## src/design/owik_pkg.sv

```systemverilog
// Shared types, constants and the quarter-wave sine table for the omni-wheel
// inverse kinematics block. No dependencies; every other design file uses it.
package owik_pkg;

   localparam int WHEEL_COUNT     = 4;
   localparam int WHEEL_W         = 2;
   localparam int TRIG_TABLE_BITS = 10;
   localparam int TRIG_N          = 1 << TRIG_TABLE_BITS;
   localparam int TRIG_QUARTER    = TRIG_N / 4;
   localparam int QTR_BITS        = TRIG_TABLE_BITS - 2;
   localparam int QADDR_W         = QTR_BITS + 1;
   localparam int HEAD_SHIFT      = 16 - TRIG_TABLE_BITS;

   localparam int QUEUE_DEPTH = 4;
   localparam int QUEUE_PTR_W = $clog2(QUEUE_DEPTH);
   localparam int QUEUE_CNT_W = $clog2(QUEUE_DEPTH + 1);

   localparam int CSR_INDEX_W = 3;
   localparam int COEF_W      = 48;
   localparam int ROT_W       = 32;
   localparam int TURN_PROD_W = 32;
   localparam int PROD_W      = 48;
   localparam int ACC_W       = 48;
   localparam int FRAC_SHIFT  = 28;
   localparam int DIST_SHIFT  = 12;
   localparam int QUOT_W      = ACC_W - FRAC_SHIFT;

   localparam logic signed [15:0] SPEED_MAX = 16'sh7FFF;
   localparam logic signed [15:0] SPEED_MIN = 16'sh8000;
   localparam logic signed [ACC_W-1:0] TRUNC_BIAS =
      ACC_W'((64'd1 << FRAC_SHIFT) - 64'd1);

   localparam logic [63:0] HALF_PI_Q30 = 64'd1686629713;

   typedef struct packed {
      logic signed [15:0] field_vx;
      logic signed [15:0] field_vy;
      logic signed [15:0] turn_rate;
      logic        [15:0] heading;
   } owik_req_type;

   typedef struct packed {
      logic [WHEEL_W-1:0] wheel_index;
      logic signed [15:0] wheel_speed;
      logic               last_wheel;
   } owik_rsp_type;

   // Layout matches the coefficient register: cosine on top, distance at the bottom
   typedef struct packed {
      logic signed [15:0] cosine;
      logic signed [15:0] sine;
      logic signed [15:0] distance;
   } owik_coef_type;

   typedef struct packed {
      logic signed [ROT_W-1:0] rot_x;
      logic signed [ROT_W-1:0] rot_y;
      logic signed [15:0]      turn_rate;
   } owik_cmd_type;

   typedef struct packed {
      logic         valid;
      owik_cmd_type cmd;
   } owik_push_type;

   typedef logic [TRIG_QUARTER:0][14:0] owik_qtable_type;

   // Q30 Taylor series of the first quadrant, rounded half up to Q14.
   // Terms past the twelfth are zero at this precision.
   function automatic owik_qtable_type build_qtable();
      owik_qtable_type   tab;
      logic [63:0]       x;
      logic [63:0]       x2;
      logic [63:0]       t;
      logic signed [63:0] sum;
      logic [63:0]       rounded;
      tab = '0;
      for (int k = 0; k <= TRIG_QUARTER; k++) begin
         x   = (HALF_PI_Q30 * 64'(k)) / 64'(TRIG_QUARTER);
         x2  = (x * x) >> 30;
         t   = x;
         sum = $signed(t);
         t = ((t * x2) >> 30) / 64'd6;   sum = sum - $signed(t);
         t = ((t * x2) >> 30) / 64'd20;  sum = sum + $signed(t);
         t = ((t * x2) >> 30) / 64'd42;  sum = sum - $signed(t);
         t = ((t * x2) >> 30) / 64'd72;  sum = sum + $signed(t);
         t = ((t * x2) >> 30) / 64'd110; sum = sum - $signed(t);
         t = ((t * x2) >> 30) / 64'd156; sum = sum + $signed(t);
         t = ((t * x2) >> 30) / 64'd210; sum = sum - $signed(t);
         t = ((t * x2) >> 30) / 64'd272; sum = sum + $signed(t);
         t = ((t * x2) >> 30) / 64'd342; sum = sum - $signed(t);
         t = ((t * x2) >> 30) / 64'd420; sum = sum + $signed(t);
         t = ((t * x2) >> 30) / 64'd506; sum = sum - $signed(t);
         if (sum < 0) begin
            sum = '0;
         end
         rounded = ($unsigned(sum) + 64'h8000) >> 16;
         tab[k]  = rounded[14:0];
      end
      return tab;
   endfunction

   localparam owik_qtable_type TRIG_QTABLE = build_qtable();

   // Full-turn sine from the quarter table: mirror in odd quadrants, negate in the lower half
   function automatic logic signed [15:0] trig_lookup(input logic [TRIG_TABLE_BITS-1:0] idx);
      logic [QADDR_W-1:0] addr;
      logic [14:0]        mag;
      if (idx[TRIG_TABLE_BITS-2]) begin
         addr = QADDR_W'(TRIG_QUARTER) - {1'b0, idx[QTR_BITS-1:0]};
      end else begin
         addr = {1'b0, idx[QTR_BITS-1:0]};
      end
      mag = TRIG_QTABLE[addr];
      return idx[TRIG_TABLE_BITS-1] ? -$signed({1'b0, mag}) : $signed({1'b0, mag});
   endfunction

endpackage

```

## src/design/owik_back.sv

```systemverilog
// Wheel engine (uses owik_pkg): holds the wheel coefficient registers and runs one
// wheel per cycle from a valid queue head through multiply, sum and truncate/saturate.
module owik_back (
   input  logic                               clock,
   input  logic                               reset,
   input  logic                               csr_we,
   input  logic [owik_pkg::CSR_INDEX_W-1:0]   csr_index,
   input  logic [owik_pkg::COEF_W-1:0]        csr_wdata,
   input  owik_pkg::owik_cmd_type             head,
   input  logic                               head_valid,
   output logic                               pop,
   output logic                               rsp_strobe,
   output owik_pkg::owik_rsp_type             rsp_data
);

   localparam logic [owik_pkg::WHEEL_W-1:0] WHEEL_LAST =
      owik_pkg::WHEEL_W'(owik_pkg::WHEEL_COUNT - 1);

   owik_pkg::owik_coef_type             coef_ff [owik_pkg::WHEEL_COUNT];
   owik_pkg::owik_coef_type             sel;
   logic [owik_pkg::WHEEL_W-1:0]        wheel_ff, wheel_in;

   logic                                b1_valid_ff, b1_valid_in;
   logic [owik_pkg::WHEEL_W-1:0]        b1_wheel_ff, b1_wheel_in;
   logic                                b1_last_ff, b1_last_in;
   logic signed [owik_pkg::PROD_W-1:0]  b1_pc_ff, b1_pc_in;
   logic signed [owik_pkg::PROD_W-1:0]  b1_ps_ff, b1_ps_in;
   logic signed [owik_pkg::TURN_PROD_W-1:0] b1_pd_ff, b1_pd_in;

   logic                                b2_valid_ff, b2_valid_in;
   logic [owik_pkg::WHEEL_W-1:0]        b2_wheel_ff, b2_wheel_in;
   logic                                b2_last_ff, b2_last_in;
   logic signed [owik_pkg::ACC_W-1:0]   b2_acc_ff, b2_acc_in;

   logic signed [owik_pkg::ACC_W-1:0]   acc_adj;
   logic signed [owik_pkg::QUOT_W-1:0]  quot;
   logic signed [15:0]                  speed;

   logic                                rsp_valid_ff, rsp_valid_in;
   owik_pkg::owik_rsp_type              rsp_ff, rsp_in;

   always_ff @(posedge clock) begin
      if (reset) begin
         for (int i = 0; i < owik_pkg::WHEEL_COUNT; i++) begin
            coef_ff[i] <= '0;
         end
      end else if (csr_we && (csr_index < owik_pkg::CSR_INDEX_W'(owik_pkg::WHEEL_COUNT))) begin
         coef_ff[csr_index[owik_pkg::WHEEL_W-1:0]] <= csr_wdata;
      end
   end

   // Step through the wheels of the head command; drop it after the last one
   always_comb begin
      sel = coef_ff[wheel_ff];
      pop = head_valid && (wheel_ff == WHEEL_LAST);
      if (!head_valid) begin
         wheel_in = wheel_ff;
      end else if (pop) begin
         wheel_in = '0;
      end else begin
         wheel_in = wheel_ff + 1'b1;
      end
   end

   always_comb begin
      b1_valid_in = head_valid;
      b1_wheel_in = wheel_ff;
      b1_last_in  = (wheel_ff == WHEEL_LAST);
      b1_pc_in    = head.rot_x * sel.cosine;
      b1_ps_in    = head.rot_y * sel.sine;
      b1_pd_in    = head.turn_rate * sel.distance;
   end

   // Turn term is Q16; scale to the Q28 of the rotation terms
   always_comb begin
      b2_valid_in = b1_valid_ff;
      b2_wheel_in = b1_wheel_ff;
      b2_last_in  = b1_last_ff;
      b2_acc_in   = b1_pc_ff + b1_ps_ff
                  + (owik_pkg::ACC_W'(b1_pd_ff) <<< owik_pkg::DIST_SHIFT);
   end

   // Truncate toward zero: bias negatives before the arithmetic shift, then clamp
   always_comb begin
      acc_adj = b2_acc_ff + (b2_acc_ff[owik_pkg::ACC_W-1] ? owik_pkg::TRUNC_BIAS : '0);
      quot    = acc_adj[owik_pkg::ACC_W-1:owik_pkg::FRAC_SHIFT];
      if (quot > owik_pkg::QUOT_W'(owik_pkg::SPEED_MAX)) begin
         speed = owik_pkg::SPEED_MAX;
      end else if (quot < owik_pkg::QUOT_W'(owik_pkg::SPEED_MIN)) begin
         speed = owik_pkg::SPEED_MIN;
      end else begin
         speed = quot[15:0];
      end
      rsp_valid_in       = b2_valid_ff;
      rsp_in.wheel_index = b2_wheel_ff;
      rsp_in.wheel_speed = speed;
      rsp_in.last_wheel  = b2_last_ff;
   end

   always_ff @(posedge clock) begin
      if (reset) begin
         wheel_ff     <= '0;
         b1_valid_ff  <= 1'b0;
         b2_valid_ff  <= 1'b0;
         rsp_valid_ff <= 1'b0;
      end else begin
         wheel_ff     <= wheel_in;
         b1_valid_ff  <= b1_valid_in;
         b2_valid_ff  <= b2_valid_in;
         rsp_valid_ff <= rsp_valid_in;
      end
   end

   always_ff @(posedge clock) begin
      b1_wheel_ff <= b1_wheel_in;
      b1_last_ff  <= b1_last_in;
      b1_pc_ff    <= b1_pc_in;
      b1_ps_ff    <= b1_ps_in;
      b1_pd_ff    <= b1_pd_in;
      b2_wheel_ff <= b2_wheel_in;
      b2_last_ff  <= b2_last_in;
      b2_acc_ff   <= b2_acc_in;
      rsp_ff      <= rsp_in;
   end

   assign rsp_strobe = rsp_valid_ff;
   assign rsp_data   = rsp_ff;

endmodule

```

## config.mk

```make
export PLATFORM = sky130hd
export DESIGN_NAME = owik_back
export DESIGN_NICKNAME = d
export VERILOG_FILES = /design/src/design/owik_pkg.sv /design/src/design/owik_back.sv
export SDC_FILE = /design/constraint.sdc
export NUM_CORES = 2
export LEC_CHECK = 0
export BUFFER_PORTS_ARGS = -buffer_cell sky130_fd_sc_hd__buf_4
export CAP_MARGIN = 0
export CORE_UTILIZATION = 40
export CTS_CLUSTER_SIZE = 40
export DETAILED_ROUTE_END_ITERATION = 8
export SETUP_SLACK_MARGIN = 0.1
export SLEW_MARGIN = 20
export SYNTH_ARGS = -nofsm -noshare
export SYNTH_HDL_FRONTEND = slang
export SYNTH_SLANG_ARGS = --single-unit
export TNS_END_PERCENT = 5
```

## constraint.sdc

```tcl
create_clock -name clock -period 11.9 [get_ports clock]
set_clock_uncertainty 0.05 [all_clocks]
set_input_delay 1.785 -clock clock [delete_from_list [all_inputs] [get_ports clock]]
set_output_delay 1.785 -clock clock [all_outputs]
set_load 0.02 [all_outputs]
```

==> results_dict.tcl <==
set metrics [dict create \
    outcome "finished clean" \
    filler_cell_count 15000 \
    post_cts_buffers 0 \
    maxCapViolations 0 \
    critPathRequiredTime_ns 12.33 \
    die-width_um 396 \
    yosysSeqAreaShare 0.160 \
    cts_root_buffer "sky130_fd_sc_hd__clkbuf_16" \
    critPathLaunchType "flip-flop" \
    post_drt_wl_per_cell_um 18.0 \
    final-setup-viol-count 0 \
    grt_antenna_before_repair 11 \
    critical_path.max_fanout 51 \
    hold_viol_final 0 \
    timing.critical_path.buf_inv 6 \
    ff_latch_area_mm2 0.00993 \
    path_delay_family "adder cells" \
    grt-ovfl-total 0 \
    synthesis.instances 6352 \
    async_flop_share 0 \
    multi_input_area_mm2 0.0458 \
    detailed_place_hpwl_um 121000 \
    via_count 41800 \
    grt_first_pass_wirelength_um 252000 \
    cts.sink_count 400 \
    detail-route-antenna-nets 0 \
    syn_to_final_growth_pct 7.23 \
    htree_num_levels 2 \
    synth.distinct_cells 80 \
    tritonroute_pass_1_iters 5 \
    avgViaCountPerCell 4.96 \
    final_max_tran_viols 0 \
    worstSkewPairLatency_ns 0.59 \
    setup_repair_after_global_routing_missed_its_margin "false" \
    floorplan.io_pins 156 \
    crit_path_frequent_cell "sky130_fd_sc_hd__fa_1" \
    port_buffers 155 \
    std_cell_rows 144 \
    endpoint_type_of_the_worst_setup_path "flip-flop" \
    synth.cell_area_mm2 0.0620 \
    tritoncts.num_buffers 45 \
    critical_path.slowest_cell "sky130_fd_sc_hd__mux4_2" \
    clkSlewWorstSetupHoldPaths_ns 0.06 \
    cts_tree "done" \
    synth.yosys.warnings 0 \
    syn_avg_cell_area_um2 9.76 \
    rrSetupSlack_ns 3.21 \
    initial_core_util 0.403 \
    synth_flop_cell "sky130_fd_sc_hd__dfxtp_1" \
    die_h_um 396 \
    cts.hold.buffers_added 0 \
    slew_of_the_pin_with_the_lowest_slew_margin_ns 1.07 \
    final.min_clock_period_ns 8.69 \
    num-nets-final 8131 \
    cts-resized-gates 0 \
    track_usage 0.202 \
    cts.path.max_buffers 3 \
    arrival_time_at_the_worst_endpoint_ns 9.11 \
    min-delay-path-class "reg2reg" \
    max_freq_mhz 115 \
    finalCritPeriodShare 0.730 \
    drt_iter0_drc 2066 \
    yosys_register_bits 400 \
    routabilityCongestion 0.895 \
    syn-num-nets 8153 \
    drc 0 \
    tns_ns 0 \
    cp_slowest_stage_delay_ns 0.95 \
    drive_gt1_frac 0.0570 \
    criticalPathCategory "reg2reg" \
    grt_max_degree 52 \
    floorplan.core_area_mm2 0.154 \
    floorplan.die_area_mm2 0.157 \
    wl_um 152000 \
    timing.slew.headroom 0.285 \
    synth_enable_flop_cells 192 \
    first_global_vias 46400 \
]
==> stage by stage <==
stage | hold slack (ns) | instance area, um^2 | util | worst slack, ns | instances
after floorplan | 0.260 | 62000 | - | 4.14 | 6352
after global placement | 0.261 | 64900 | 0.422 | 3.26 | 8327
after detailed placement | 0.266 | 64900 | 0.422 | 3.23 | 8327
after CTS | 0.275 | 66400 | 0.432 | 3.20 | 8411
after global routing | 0.286 | 66400 | 0.432 | 2.67 | 8411
final | 0.275 | 66400 | 0.432 | 3.21 | 8415
==> logic make-up after synthesis <==
logic type / share of synthesized area
DFF: 0.160
muxes: 0.0185
buffers and inverters: 0.102
and+or+nand+nor: 0.148
AOI/OAI and AO/OA: 0.0544
adders and majority gates: 0.490
xor gates and xnor gates: 0.0267
==> layer usage <==
layer | up-vias | GRT usage | part of all wire
li1 | 19000 | - | -
met4 | 12 | 0.0426 | 0.020
met2 | 911 | 0.361 | 0.51
met5 | - | 0 | 0.00055
met3 | 173 | 0.0270 | 0.047
met1 | 21600 | 0.261 | 0.42
==> cell usage in the layout (no fill, tap or decap), drive strengths merged, types with 9 or more instances in the layout <==
cell type  instances
inv             1437
fa              1270
nand2            808
and2             687
ha               396
dfxtp            208
edfxtp           192
buf              176
nor2             157
a21oi            146
xnor2            133
o21ai             97
a21o              85
clkbuf            57
xor2              56
mux4              45
nand3             42
or2               30
nand2b            28
o21a              28
o21bai            28
and3              23
nor3              23
nand4             20
a211oi            19
nor2b             19
clkinv            18
a31oi             16
mux2i             10
a2111oi           10
o31ai             10
o211ai             9
o2111ai            9
==> synthesized netlist by cell type, drive strengths merged, types with 4 or more instances <==
master   instances  share of area
a2111oi         10         0.0018
a211o            6        0.00085
a211oi          19         0.0024
a21o            85          0.010
a21oi          146          0.012
a311oi           5        0.00091
a31o             5        0.00071
a31oi           16         0.0016
and2           687          0.069
and3            23         0.0023
buf             11        0.00083
clkbuf         234          0.014
dfxtp          208          0.067
edfxtp         192          0.093
fa            1270           0.41
ha             396          0.080
inv           1430          0.087
mux2i           10         0.0016
mux4            45          0.016
nand2          808          0.049
nand2b          28         0.0028
nand3           42         0.0034
nand3b           4        0.00048
nand4           20         0.0020
nor2           157         0.0095
nor2b           19         0.0019
nor3            23         0.0019
nor3b            4        0.00048
o2111ai          9         0.0015
o211ai           9         0.0011
o21a            28         0.0034
o21ai           97         0.0078
o21bai          28         0.0035
o31ai           10         0.0017
or2             30         0.0030
xnor2          133          0.019
xor2            56         0.0079
==> sequential cells by signal, indices dropped and copies added, names as in the netlist, named ones only <==
| register | count |
|---|---|
| b1_ps_ff | 48 |
| b1_pd_ff | 32 |
| rsp_data | 19 |
| coef_ff | 192 |
| rsp_strobe | 1 |
| b1_wheel_in | 2 |
| b1_valid_ff | 1 |
| b2_valid_ff | 1 |
| b2_last_ff | 1 |
| b1_last_ff | 1 |
| b2_acc_ff | 48 |
| b1_pc_ff | 48 |
| b2_wheel_ff | 2 |
| b1_wheel_ff | 2 |
==> layout make-up <==
type                    count  share of cell area
diodes                      4            0.000151
clock buffers              57              0.0188
clock inverters            27             0.00360
inverters                1431              0.0808
multi-input cells        4276               0.689
flip-flops and latches    400               0.150
well taps                2044              0.0385
repair buffers            176              0.0199
==> final timing paths <==
path	from	to	depth (start not counted)
worst max-delay path	flip-flop	b1_pc_ff[44]	25
worst min-delay path	b2_last_ff	rsp_data[0]	0
worst max register to register	flip-flop	b1_pc_ff[44]	25
worst min register to register	b2_last_ff	rsp_data[0]	0
Power is not shown: default switching activity piles up to over one toggle a cycle in this logic, so the estimate is an artifact.
