===== config.mk =====
export PLATFORM = sky130hd
export DESIGN_NAME = owik_queue
export DESIGN_NICKNAME = d
export VERILOG_FILES = /design/src/design/owik_pkg.sv /design/src/design/owik_queue.sv
export SDC_FILE = /design/constraint.sdc
export NUM_CORES = 1
export LEC_CHECK = 0
export BUFFER_PORTS_ARGS = -buffer_cell sky130_fd_sc_hd__buf_2
export CORE_AREA = 2 2 149 151
export DETAILED_ROUTE_END_ITERATION = 16
export DIE_AREA = 0 0 151 153
export GPL_TIMING_DRIVEN = 0
export MAX_ROUTING_LAYER = met4
export PLACE_DENSITY = 0.78
export SLEW_MARGIN = 0
export SYNTH_ARGS = -nofsm -noshare
export SYNTH_HDL_FRONTEND = slang
export SYNTH_SLANG_ARGS = --single-unit

===== constraint.sdc =====
create_clock -name clock -period 4.1 [get_ports clock]
set_input_delay 0.615 -clock clock [delete_from_list [all_inputs] [get_ports clock]]
set_output_delay 0.615 -clock clock [all_outputs]
set_load 0.02 [all_outputs]

===== src/design/owik_pkg.sv =====
// Shared types, constants and the quarter-wave sine table for the omni-wheel
// inverse kinematics block. No dependencies; every other design file uses it.
package owik_pkg;

   localparam int WHEEL_COUNT     = 4;
   localparam int WHEEL_W         = 2;
   localparam int TRIG_TABLE_BITS = 10;
   localparam int TRIG_N          = 1 << TRIG_TABLE_BITS;
   localparam int TRIG_QUARTER    = TRIG_N / 4;
   localparam int QTR_BITS        = TRIG_TABLE_BITS - 2;
   localparam int QADDR_W         = QTR_BITS + 1;
   localparam int HEAD_SHIFT      = 16 - TRIG_TABLE_BITS;

   localparam int QUEUE_DEPTH = 4;
   localparam int QUEUE_PTR_W = $clog2(QUEUE_DEPTH);
   localparam int QUEUE_CNT_W = $clog2(QUEUE_DEPTH + 1);

   localparam int CSR_INDEX_W = 3;
   localparam int COEF_W      = 48;
   localparam int ROT_W       = 32;
   localparam int TURN_PROD_W = 32;
   localparam int PROD_W      = 48;
   localparam int ACC_W       = 48;
   localparam int FRAC_SHIFT  = 28;
   localparam int DIST_SHIFT  = 12;
   localparam int QUOT_W      = ACC_W - FRAC_SHIFT;

   localparam logic signed [15:0] SPEED_MAX = 16'sh7FFF;
   localparam logic signed [15:0] SPEED_MIN = 16'sh8000;
   localparam logic signed [ACC_W-1:0] TRUNC_BIAS =
      ACC_W'((64'd1 << FRAC_SHIFT) - 64'd1);

   localparam logic [63:0] HALF_PI_Q30 = 64'd1686629713;

   typedef struct packed {
      logic signed [15:0] field_vx;
      logic signed [15:0] field_vy;
      logic signed [15:0] turn_rate;
      logic        [15:0] heading;
   } owik_req_type;

   typedef struct packed {
      logic [WHEEL_W-1:0] wheel_index;
      logic signed [15:0] wheel_speed;
      logic               last_wheel;
   } owik_rsp_type;

   // Layout matches the coefficient register: cosine on top, distance at the bottom
   typedef struct packed {
      logic signed [15:0] cosine;
      logic signed [15:0] sine;
      logic signed [15:0] distance;
   } owik_coef_type;

   typedef struct packed {
      logic signed [ROT_W-1:0] rot_x;
      logic signed [ROT_W-1:0] rot_y;
      logic signed [15:0]      turn_rate;
   } owik_cmd_type;

   typedef struct packed {
      logic         valid;
      owik_cmd_type cmd;
   } owik_push_type;

   typedef logic [TRIG_QUARTER:0][14:0] owik_qtable_type;

   // Q30 Taylor series of the first quadrant, rounded half up to Q14.
   // Terms past the twelfth are zero at this precision.
   function automatic owik_qtable_type build_qtable();
      owik_qtable_type   tab;
      logic [63:0]       x;
      logic [63:0]       x2;
      logic [63:0]       t;
      logic signed [63:0] sum;
      logic [63:0]       rounded;
      tab = '0;
      for (int k = 0; k <= TRIG_QUARTER; k++) begin
         x   = (HALF_PI_Q30 * 64'(k)) / 64'(TRIG_QUARTER);
         x2  = (x * x) >> 30;
         t   = x;
         sum = $signed(t);
         t = ((t * x2) >> 30) / 64'd6;   sum = sum - $signed(t);
         t = ((t * x2) >> 30) / 64'd20;  sum = sum + $signed(t);
         t = ((t * x2) >> 30) / 64'd42;  sum = sum - $signed(t);
         t = ((t * x2) >> 30) / 64'd72;  sum = sum + $signed(t);
         t = ((t * x2) >> 30) / 64'd110; sum = sum - $signed(t);
         t = ((t * x2) >> 30) / 64'd156; sum = sum + $signed(t);
         t = ((t * x2) >> 30) / 64'd210; sum = sum - $signed(t);
         t = ((t * x2) >> 30) / 64'd272; sum = sum + $signed(t);
         t = ((t * x2) >> 30) / 64'd342; sum = sum - $signed(t);
         t = ((t * x2) >> 30) / 64'd420; sum = sum + $signed(t);
         t = ((t * x2) >> 30) / 64'd506; sum = sum - $signed(t);
         if (sum < 0) begin
            sum = '0;
         end
         rounded = ($unsigned(sum) + 64'h8000) >> 16;
         tab[k]  = rounded[14:0];
      end
      return tab;
   endfunction

   localparam owik_qtable_type TRIG_QTABLE = build_qtable();

   // Full-turn sine from the quarter table: mirror in odd quadrants, negate in the lower half
   function automatic logic signed [15:0] trig_lookup(input logic [TRIG_TABLE_BITS-1:0] idx);
      logic [QADDR_W-1:0] addr;
      logic [14:0]        mag;
      if (idx[TRIG_TABLE_BITS-2]) begin
         addr = QADDR_W'(TRIG_QUARTER) - {1'b0, idx[QTR_BITS-1:0]};
      end else begin
         addr = {1'b0, idx[QTR_BITS-1:0]};
      end
      mag = TRIG_QTABLE[addr];
      return idx[TRIG_TABLE_BITS-1] ? -$signed({1'b0, mag}) : $signed({1'b0, mag});
   endfunction

endpackage


===== src/design/owik_queue.sv =====
// Short command queue between front end and wheel engine.
// Overflow is prevented upstream by the in-flight credit count. Uses owik_pkg.
module owik_queue (
   input  logic                    clock,
   input  logic                    reset,
   input  owik_pkg::owik_push_type push,
   input  logic                    pop,
   output owik_pkg::owik_cmd_type  head,
   output logic                    head_valid
);

   owik_pkg::owik_cmd_type              entry_ff [owik_pkg::QUEUE_DEPTH];
   logic [owik_pkg::QUEUE_PTR_W-1:0]    wr_ptr_ff, wr_ptr_in;
   logic [owik_pkg::QUEUE_PTR_W-1:0]    rd_ptr_ff, rd_ptr_in;
   logic [owik_pkg::QUEUE_CNT_W-1:0]    count_ff, count_in;

   localparam logic [owik_pkg::QUEUE_PTR_W-1:0] PTR_LAST =
      owik_pkg::QUEUE_PTR_W'(owik_pkg::QUEUE_DEPTH - 1);

   always_comb begin
      wr_ptr_in = wr_ptr_ff;
      rd_ptr_in = rd_ptr_ff;
      count_in  = count_ff;
      if (push.valid) begin
         wr_ptr_in = (wr_ptr_ff == PTR_LAST) ? '0 : wr_ptr_ff + 1'b1;
      end
      if (pop) begin
         rd_ptr_in = (rd_ptr_ff == PTR_LAST) ? '0 : rd_ptr_ff + 1'b1;
      end
      case ({push.valid, pop})
         2'b10:   count_in = count_ff + 1'b1;
         2'b01:   count_in = count_ff - 1'b1;
         default: count_in = count_ff;
      endcase
   end

   always_ff @(posedge clock) begin
      if (reset) begin
         wr_ptr_ff <= '0;
         rd_ptr_ff <= '0;
         count_ff  <= '0;
      end else begin
         wr_ptr_ff <= wr_ptr_in;
         rd_ptr_ff <= rd_ptr_in;
         count_ff  <= count_in;
      end
   end

   always_ff @(posedge clock) begin
      if (push.valid) begin
         entry_ff[wr_ptr_ff] <= push.cmd;
      end
   end

   assign head       = entry_ff[rd_ptr_ff];
   assign head_valid = (count_ff != '0);

endmodule


==> reports/results.ini, run 1 <==
[drt]
ant_nets = 0
vias_per_cell = 5.55
wirelength_mm = 20.7
first_pass_iters = 4
routedWlPerCell_um = 21.5
drtIter0Drc = 278
drc = 0
routed-via-count = 5353

[sta]
slew_viol_final = 0
setup_viol = 0
hold_ws_ps = 284
worstMarginPinSlew_ps = 567
hold_viol = 0
relSlewSlack = 0.622
period_minus_slack_ps = 2810
setup_ws_ps = 1290
rsz0062_at_grt = no
fmax_ghz = 0.356
fin_crit_sh = 0.685
finClkSkew_ps = 5.98

[yosys]
synth_fa_ha_area_frac = 0.00789
synth_fp_nets = 552
synthDistinctLibCells = 19
post_synth.cell_area_avg_um2 = 26.2
ys_ff_latch = 329
yosysWarnings = 0
synth-simple-area-share = 0.00623
synth_mux_area_frac = 0.152
synth_top_family_by_area = multiplexers
yosysSeqAreaShare = 0.812
synth-compound-area-share = 0.00166
syn_inst = 461
synthesis.area_um2 = 12100
synth_xor_area_frac = 0.00145

[die]
start_util = 0.561
placeableCoreArea_um2 = 21500
io_pins = 165
dieArea_um2 = 23100
fp.dieW_um = 151
die_h_um = 153
rows = 54

[critical_path]
path_class = flip-flop to output pin
cp_top_family = buffers and inverters
cp.arrival_ps = 2190
slowest_stage = buf_1
max_stage_delay_ps = 410
worst_path_most_repeated_cell = buf_2
r2r-start = wr_ptr_ff[1]
path_max_fanout = 10
required_ps = 3480
crit_path_end_kind = output pin
cp-start-kind = flip-flop
crit_chain = buf_1, buf_2, mux4_2, buf_2
crit_buf_inv = 3

[run_status]
status = completed

[clock_tree]
cts-resized-gates = 0
cts_setup_buffers = 0
htreeDepth = 1
root_buffer = clkbuf_16
clk_pin_slew_ps = 60
clk_path_buf_depth = 3
cts_hold_buf = 0
cts_made_buffers = 31
cts_tree = built
clkLatencyLatePin_ps = 540
cts.sinks = 329

[power]
p_per_area_nw_per_um2 = 500
leakage_nw = 4.85
vdd_drop_max_v = 0.000491

[placed_design]
hpwl_mm = 12.9
numPortBuffers = 164
place.gp.congestion = 0.708
dpl.cell_count = 909
preCtsSetupSlack_ps = 1810

[layout]
mostFrequentLayoutCells = 320 x edfxtp_1, 172 x buf_2, 80 x mux4_2, 31 x clkbuf_16
multi_input_area_um2 = 2050
antenna-diode-count = 0
final_core_util = 0.664
final_common_cell = edfxtp_1
nFillCells = 1397
drive_above_1_share = 0.455
final_nets = 753
register_area_um2 = 9790
area_growth_pct = 18.3
instances_no_fill = 965

[global_route]
grt_pass1_wl_mm = 31.8
antenna_found_initial = 0
track_usage = 0.188
grt_pass1_vias = 5793
grt_max_degree = 50
gr-total-overflow = 0

[hold_path]
min_from = push[0]
min_path_type = input pin to flip-flop

[job]
maxCapViolCount = 0

==> path summary, 6_finish.rpt <==
kind	end	slack [ps]	depth (start not counted)
setup / recovery	head[34]	1290	4
hold / removal	entry_ff[0][0]	280	1
setup reg to reg	entry_ff[1][30]	2260	4
hold reg to reg	count_ff[2]	490	2
==> metrics by stage <==
step	TNS [ps]	power (mW)	instance area, µm²
3_5_place_dp	0	4.65	13400
3_3_place_gp	-87230	4.62	13200
5_1_grt	0	7.36	14300
4_1_cts	0	7.19	14300
2_1_floorplan	0	4.39	12100
6_report	0	7.13	14300
==> synthesized netlist by cell type <==
cell type | n | area [µm²]
a21oi_1 | 3 | 15.0
and2_1 | 4 | 25.0
buf_1 | 1 | 3.75
buf_12 | 8 | 160
buf_2 | 8 | 40.0
buf_6 | 1 | 11.3
dfxtp_1 | 9 | 180
edfxtp_1 | 320 | 9610
fa_1 | 1 | 20.0
ha_1 | 6 | 75.1
inv_1 | 4 | 15.0
mux2i_1 | 3 | 30.0
mux4_2 | 80 | 1800
nor2_1 | 6 | 22.5
nor3b_1 | 2 | 15.0
o21ai_0 | 1 | 5.00
or3_1 | 2 | 12.5
xnor2_1 | 1 | 8.76
xor2_1 | 1 | 8.76
==> registers in the layout (all words and copies together) (netlist names), named ones only <==
signal,count
count_ff,3
entry_ff,320
rd_ptr_ff,2
wr_ptr_ff,2
==> worst register-to-register path, delay by kind of cell, from the launching register on <==
kind	cells	cell delay, ps
adder cells (fa/ha/maj)	1	170
AND/OR/NAND/NOR	1	510
buffers and inverters	2	450
flip-flops	1	350
==> logic make-up after synthesis <==
| logic type | after synthesis |
|---|---|
| AO/OA/AOI/OAI | 4 |
| XOR/XNOR | 2 |
| adder cells (fa/ha/maj) | 7 |
| buffers and inverters | 22 |
| flip-flops | 329 |
| multiplexers | 83 |
| AND/OR/NAND/NOR | 14 |
==> final cells by class <==
type | instances | area share
well taps | 280 | 0.0246
inverters | 4 | 0.00105
flip-flops and latches | 329 | 0.686
repair buffers | 168 | 0.0653
clock buffers | 36 | 0.0557
multi-input cells | 110 | 0.144
clock inverters | 20 | 0.00851
plain buffers | 18 | 0.0151
==> power breakdown <==
group	total [mW]	switching [mW]	internal, mW
Clock	2.56	1.12	1.44
Combinational	0.702	0.405	0.297
Sequential	3.87	0.0330	3.83
Total	7.13	1.56	5.57
==> per-layer routing <==
layer	routed length [µm]	track usage	share of wire	vias up
met5	0	-	0	-
met4	433	0.0401	0.021	0
met3	1340	0.0370	0.065	36
met2	10600	0.309	0.51	169
met1	8390	0.248	0.40	2760
li1	-	-	-	2388
Power figures use the tool's default switching activity.
==> run 2, diff against run 1 <==
ABC_AREA = 1   (was unset)
CORE_AREA = 2 2 159 161   (was 2 2 149 151)
DIE_AREA = 0 0 161 163   (was 0 0 151 153)
PLACE_DENSITY = 0.74   (was 0.78)
clock period = 2.57 ns   (was 4.1 ns; I/O delays follow)
==> run 2 against run 1 <==
  * Sequential power rose by 61%
  * Synthesized area up 1.8%
  * Via count rose by 42%
  * Total power rose by 76%
  * Count of clock-buffer cells in the layout is 7 higher
  * Clock skew grew 1.5 ps
  * Die area increased by 14%
  * Global-route usage up 2.3 points
  * First-iteration DRC count rose by 110%
  * Non-clock buffer count up 35
  * Critical endpoint unchanged
==> reports/results.ini, run 2 <==
[yosys]
synth_edf_count = 320
synthesis.area_um2 = 12300
synthTopCellsByArea = edfxtp_1 78%, o21ai_0 6.3%, nor2_1 5.2%
synth_top_flop_cell = edfxtp_1
async_reset_ff_frac = 0
yosysTopAreaCellShare = 0.782
yosysSeqAreaShare = 0.797
ys_ff_latch = 329
syn_inst = 834
synthDistinctLibCells = 20
post_synth.cell_area_avg_um2 = 14.7
synth.most_common_cell = edfxtp_1
synth_fp_nets = 925
synth_common_cells = 320 x edfxtp_1, 170 x nor2_1, 154 x o21ai_0, 80 x o22ai_1, 38 x clkbuf_1
yosysWarnings = 0
post-synth-top-area-cell = edfxtp_1

[layout]
final_core_util = 0.603
regMostFlops = entry_ff
final_common_cell = edfxtp_1
drive_above_1_share = 0.255
largest_reg_flops = 320
mostFrequentLayoutCells = 320 x edfxtp_1, 170 x nor2_1, 160 x buf_2, 154 x o21ai_0, 75 x o22ai_1
area_growth_pct = 21.2
final_nets = 1130
reg_top3 = entry_ff (320), count_ff (3)

[critical_path]
worstSetupEndpoint = head[34]
path_class = flip-flop to output pin
cp.arrival_ps = 2080
r2r_slack_ps = 790
required_ps = 2180
crit_path_end_kind = output pin
path_max_fanout = 10
reg2reg_to = entry_ff[3][43]
r2r-start = wr_ptr_ff[0]
r2r_cells = 4
cp-start-kind = flip-flop

[job]
maxCapViolCount = 0

[run_status]
status = completed

[die]
dieArea_um2 = 26200
die_h_um = 163
fp.dieW_um = 161
start_util = 0.498
io_pins = 165
rows = 58
placeableCoreArea_um2 = 24700

[sta]
fmax_ghz = 0.406
setup_ws_ps = 109
hold_viol = 0
setup_viol = 0
slew_viol_final = 0
rsz0062_at_grt = no
period_minus_slack_ps = 2460
fin_setup_tns_ps = 0
worstMarginPinSlew_ps = 554
finClkSkew_ps = 7.53
fin_crit_sh = 0.958
relSlewSlack = 0.630

[drt]
wirelength_mm = 27.1
routed-via-count = 7608
first_pass_iters = 5
drc = 0
ant_nets = 0
drtIter0Drc = 589
routedWlPerCell_um = 19.4
vias_per_cell = 5.45

[global_route]
gr-usage-met2 = 0.331
busiest_layer = met2
met3_usage = 0.0446
grt_pass1_vias = 7523
grt_max_degree = 56
antenna_found_initial = 4
use_met1 = 0.271
track_usage = 0.210
gr-total-overflow = 0
grt_pass1_wl_mm = 40.7

[placed_design]
place.gp.congestion = 0.758
numPortBuffers = 164
preCtsSetupSlack_ps = 253
hpwl_mm = 16.1

[clock_tree]
htreeDepth = 2
cts_tree = built
clkLatencyLatePin_ps = 500
cts_made_buffers = 34
cts.sinks = 329
cts_hold_buf = 0
root_buffer = clkbuf_16
clk_path_buf_depth = 3
clk_pin_slew_ps = 60

[power]
power_switching_mw = 2.91
vdd_drop_max_v = 0.000735
leakage_nw = 5.31
p_sw_frac = 0.233
p_per_area_nw_per_um2 = 842
pwr-share-seq = 0.497
p_clk_frac = 0.390
power_frac_comb = 0.113
p_int_mw = 9.62

[hold_path]
min_path_type = input pin to flip-flop

==> run 2: cell count changes in the layout (fill, tap and decap cells not counted), moves of 10 or more <==
cell,previous run,this run
o21ai_0,1,154
clkbuf_2,0,29
o21ai_1,0,10
buf_2,172,160
mux4_2,80,0
o22ai_1,0,75
nand2_1,0,11
nor2_1,6,170
==> run 2: critical path: stages, from the launching register on <==
cell	delay, ps
dfxtp_1	310
clkbuf_4	240
clkbuf_1	390
o21ai_0	190
o22ai_1	240
buf_2	210
==> run 2: per-layer routing <==
metal,routed length (µm),vias up
met5,0,-
li1,-,3564
met2,13200,255
met1,11400,3734
met3,1770,55
met4,690,0
==> run 2: timing repair <==
| item | 4_1_cts | 5_1_grt |
|---|---|---|
| endpoints found under the setup margin | 80 | 62 |
| pin swaps | 0 | 1 |
| resized for setup | 19 | 33 |
| buffers inserted | 2 | 0 |
==> run 2: per-stage QoR <==
stage / instance area (µm²) / cells / hold WS (ps) / power [mW]
floorplan: 12300 / 834 / 463 / 7.15
CTS: 14800 / 1390 / 72.9 / 12.6
global route: 14900 / 1394 / 81.9 / 13.0
detailed placement: 13600 / 1332 / 503 / 7.73
finish: 14900 / 1395 / 98.8 / 12.5
global placement: 13500 / 1328 / 492 / 7.70
==> run 2: kinds of logic after synthesis <==
logic type | count (synthesis) | synth area share
compound gates | 247 | 0.109
buf+inv | 67 | 0.0293
fa+ha+maj | 7 | 0.00774
flops | 329 | 0.797
xor+xnor | 1 | 0.000713
simple gates | 183 | 0.0562
==> run 2: area by class of cell <==
cell class,instances,area [µm²]
flip-flops and latches,329,9790
multi-input cells,438,2160
repair buffers,170,968
inverters,15,75.1
fillers,1926,9790
clock inverters,14,173
clock buffers,43,948
well taps,330,413
diodes,5,12.5
plain buffers,51,338
==> run 2: how the worst min path moves through the flow <==
stage,start,endpoint,depth (start not counted)
finish,reset,wr_ptr_ff[0],2
global route,push[52],entry_ff[3][52],1
CTS,reset,wr_ptr_ff[0],2
detailed placement,count_ff[2],count_ff[2],2
global placement,rd_ptr_ff[0],rd_ptr_ff[0],2
floorplan,reset,wr_ptr_ff[0],1
==> run 2: power groups by stage <==
stage          combinational [mW]  clock (mW)  sequential [mW]
3_5_place_dp                 1.39           0             6.34
3_3_place_gp                 1.34           0             6.36
2_1_floorplan               0.809           0             6.34
4_1_cts                      1.41        4.98             6.22
5_1_grt                      1.55        5.18             6.24
6_report                     1.42        4.89             6.22
==> run 3, diff against run 2 <==
CORE_AREA = 2 2 154 156   (was 2 2 159 161)
CTS_BUF_LIST = sky130_fd_sc_hd__clkbuf_8   (was unset)
DIE_AREA = 0 0 156 158   (was 0 0 161 163)
PLACE_DENSITY = 0.78   (was 0.74)
==> run 3 against run 2 <==
  * Clock power decreased by 10%
  * Combinational power barely moved
  * Fmax is 1.5% lower
  * Non-clock buffer count up 1
  * Register-to-register slack barely moved
  * Via count up 0.68%
  * Sequential power about the same
  * Final cell count down 0.22%
  * Critical path depth grew 3
  * Utilization grew 4.0 points
  * Critical path type unchanged
  * Critical endpoint is now head[8]
  * Highest routed layer unchanged
==> reports/results.ini, run 3 (same netlist as run 2, synthesis figures left out) <==
[run_status]
status = completed

[drt]
drc = 0
routedWlPerCell_um = 19.4
dr.max_layer_used = met4
ant_nets = 0
routed-via-count = 7660
vias_per_cell = 5.50
dr_wl_met3_mm = 2.20
drt-met1-wl_mm = 10.9
met2_length_mm = 13.4
drtIter0Drc = 610
first_pass_iters = 5
wirelength_mm = 27.1

[clock_tree]
cts_tree = built
clkLatencyLatePin_ps = 550
cts.sinks = 329
cts_hold_buf = 0
clk_pin_slew_ps = 60
clk_path_buf_depth = 3
root_buffer = clkbuf_8
htreeDepth = 2
cts_made_buffers = 50

[layout]
area_growth_pct = 20.6
final_nets = 1147
largest_reg_flops = 320
regMostFlops = entry_ff
reg_top3 = entry_ff (320), count_ff (3)
final_core_util = 0.643
finalInstanceArea_um2 = 14800
nFillCells = 1687
instances_no_fill = 1392
mostFrequentLayoutCells = 320 x edfxtp_1, 170 x nor2_1, 153 x o21ai_0, 151 x buf_2, 72 x o22ai_1
final_common_cell = edfxtp_1
drive_above_1_share = 0.282

[placed_design]
numPortBuffers = 164
dpl.cell_count = 1292
hpwl_mm = 15.8
place.gp.congestion = 0.734
place_area_um2 = 13600
preCtsSetupSlack_ps = 241

[sta]
hold_ws_ps = 37.1
hold_viol = 0
relSlewSlack = 0.663
slew_viol_final = 0
worstMarginPinSlew_ps = 505
finClkSkew_ps = 20.0
fin_crit_sh = 0.972
fmax_ghz = 0.400
setup_viol = 0
fin_setup_tns_ps = 0
period_minus_slack_ps = 2500
setup_ws_ps = 72.3

[critical_path]
required_ps = 2180
cp-start-kind = flip-flop
slowest_stage = dfxtp_1
r2r-start = wr_ptr_ff[0]
worst-path-stages = 8
path_max_fanout = 10
cp_top_family = buffers and inverters
cp.arrival_ps = 2110
r2r_cells = 5
crit_buf_inv = 6
path_class = flip-flop to output pin
worstSetupEndpoint = head[8]
reg2reg_to = entry_ff[0][53]
crit_chain = buf_6, buf_12, inv_6, buf_12, buf_6, nor2_1, o22ai_1, buf_4
r2r_slack_ps = 800
crit_path_end_kind = output pin
max_stage_delay_ps = 320

[die]
fp.dieW_um = 156
start_util = 0.533
die_h_um = 158
io_pins = 165
dieArea_um2 = 24600
rows = 56
placeableCoreArea_um2 = 23100

[power]
power_mw = 12.1
p_per_area_nw_per_um2 = 814
leakage_nw = 5.38
vdd_drop_max_v = 0.000530

[global_route]
antenna_found_initial = 4
track_usage = 0.223
grt_max_degree = 56
gr-total-overflow = 0
grt_pass1_wl_mm = 40.1
grt_pass1_vias = 7443

[job]
maxCapViolCount = 0

[hold_path]
min_path_type = input pin to flip-flop
hold_depth = 1
min_from = push[33]

run 3: cell types whose count changed in the layout (fill, tap and decap cells not counted), sizes merged:
cell,change
clkinv,+17
clkbuf,+9
inv,+8
buf,+3
bufinv,+1
clkinvlp,-1
run 3: area by class of cell:
class                      instances  area [µm²]  share of cell area
antenna                            5        12.5            0.000845
timing repair buffer             170         986              0.0666
clock inverter                    39         302              0.0204
buffer                            52         363              0.0245
sequential                       329        9790               0.661
clock buffer                      54         743              0.0502
inverter                          15        75.1             0.00507
tap                              290         363              0.0245
multi-input combinational        438        2180               0.147
run 3: timing repair:
action	CTS	global route
setup endpoints to repair	80	78
gates resized for setup	40	39
buffers inserted	2	0
gates cloned	0	0
run 3: how the worst min path moves through the flow:
stage	endpoint	slack, ps
after floorplan	wr_ptr_ff[0]	460
after global placement	rd_ptr_ff[0]	490
after detailed placement	count_ff[2]	510
after CTS	entry_ff[1][70]	8
after global routing	entry_ff[3][40]	10
final	entry_ff[2][33]	40
run 3: report_power, final:
part | internal [mW] | switching [mW] | leakage (nW)
Sequential | 6.17 | 0.0581 | 3.01
Clock | 2.46 | 1.93 | 0.582
Combinational | 0.466 | 0.981 | 1.79
run 3: routing by layer:
layer	vias up	track usage
li1	3604	-
met1	3716	0.287
met2	293	0.357
met3	47	0.0512
met4	0	0.0734
met5	-	-
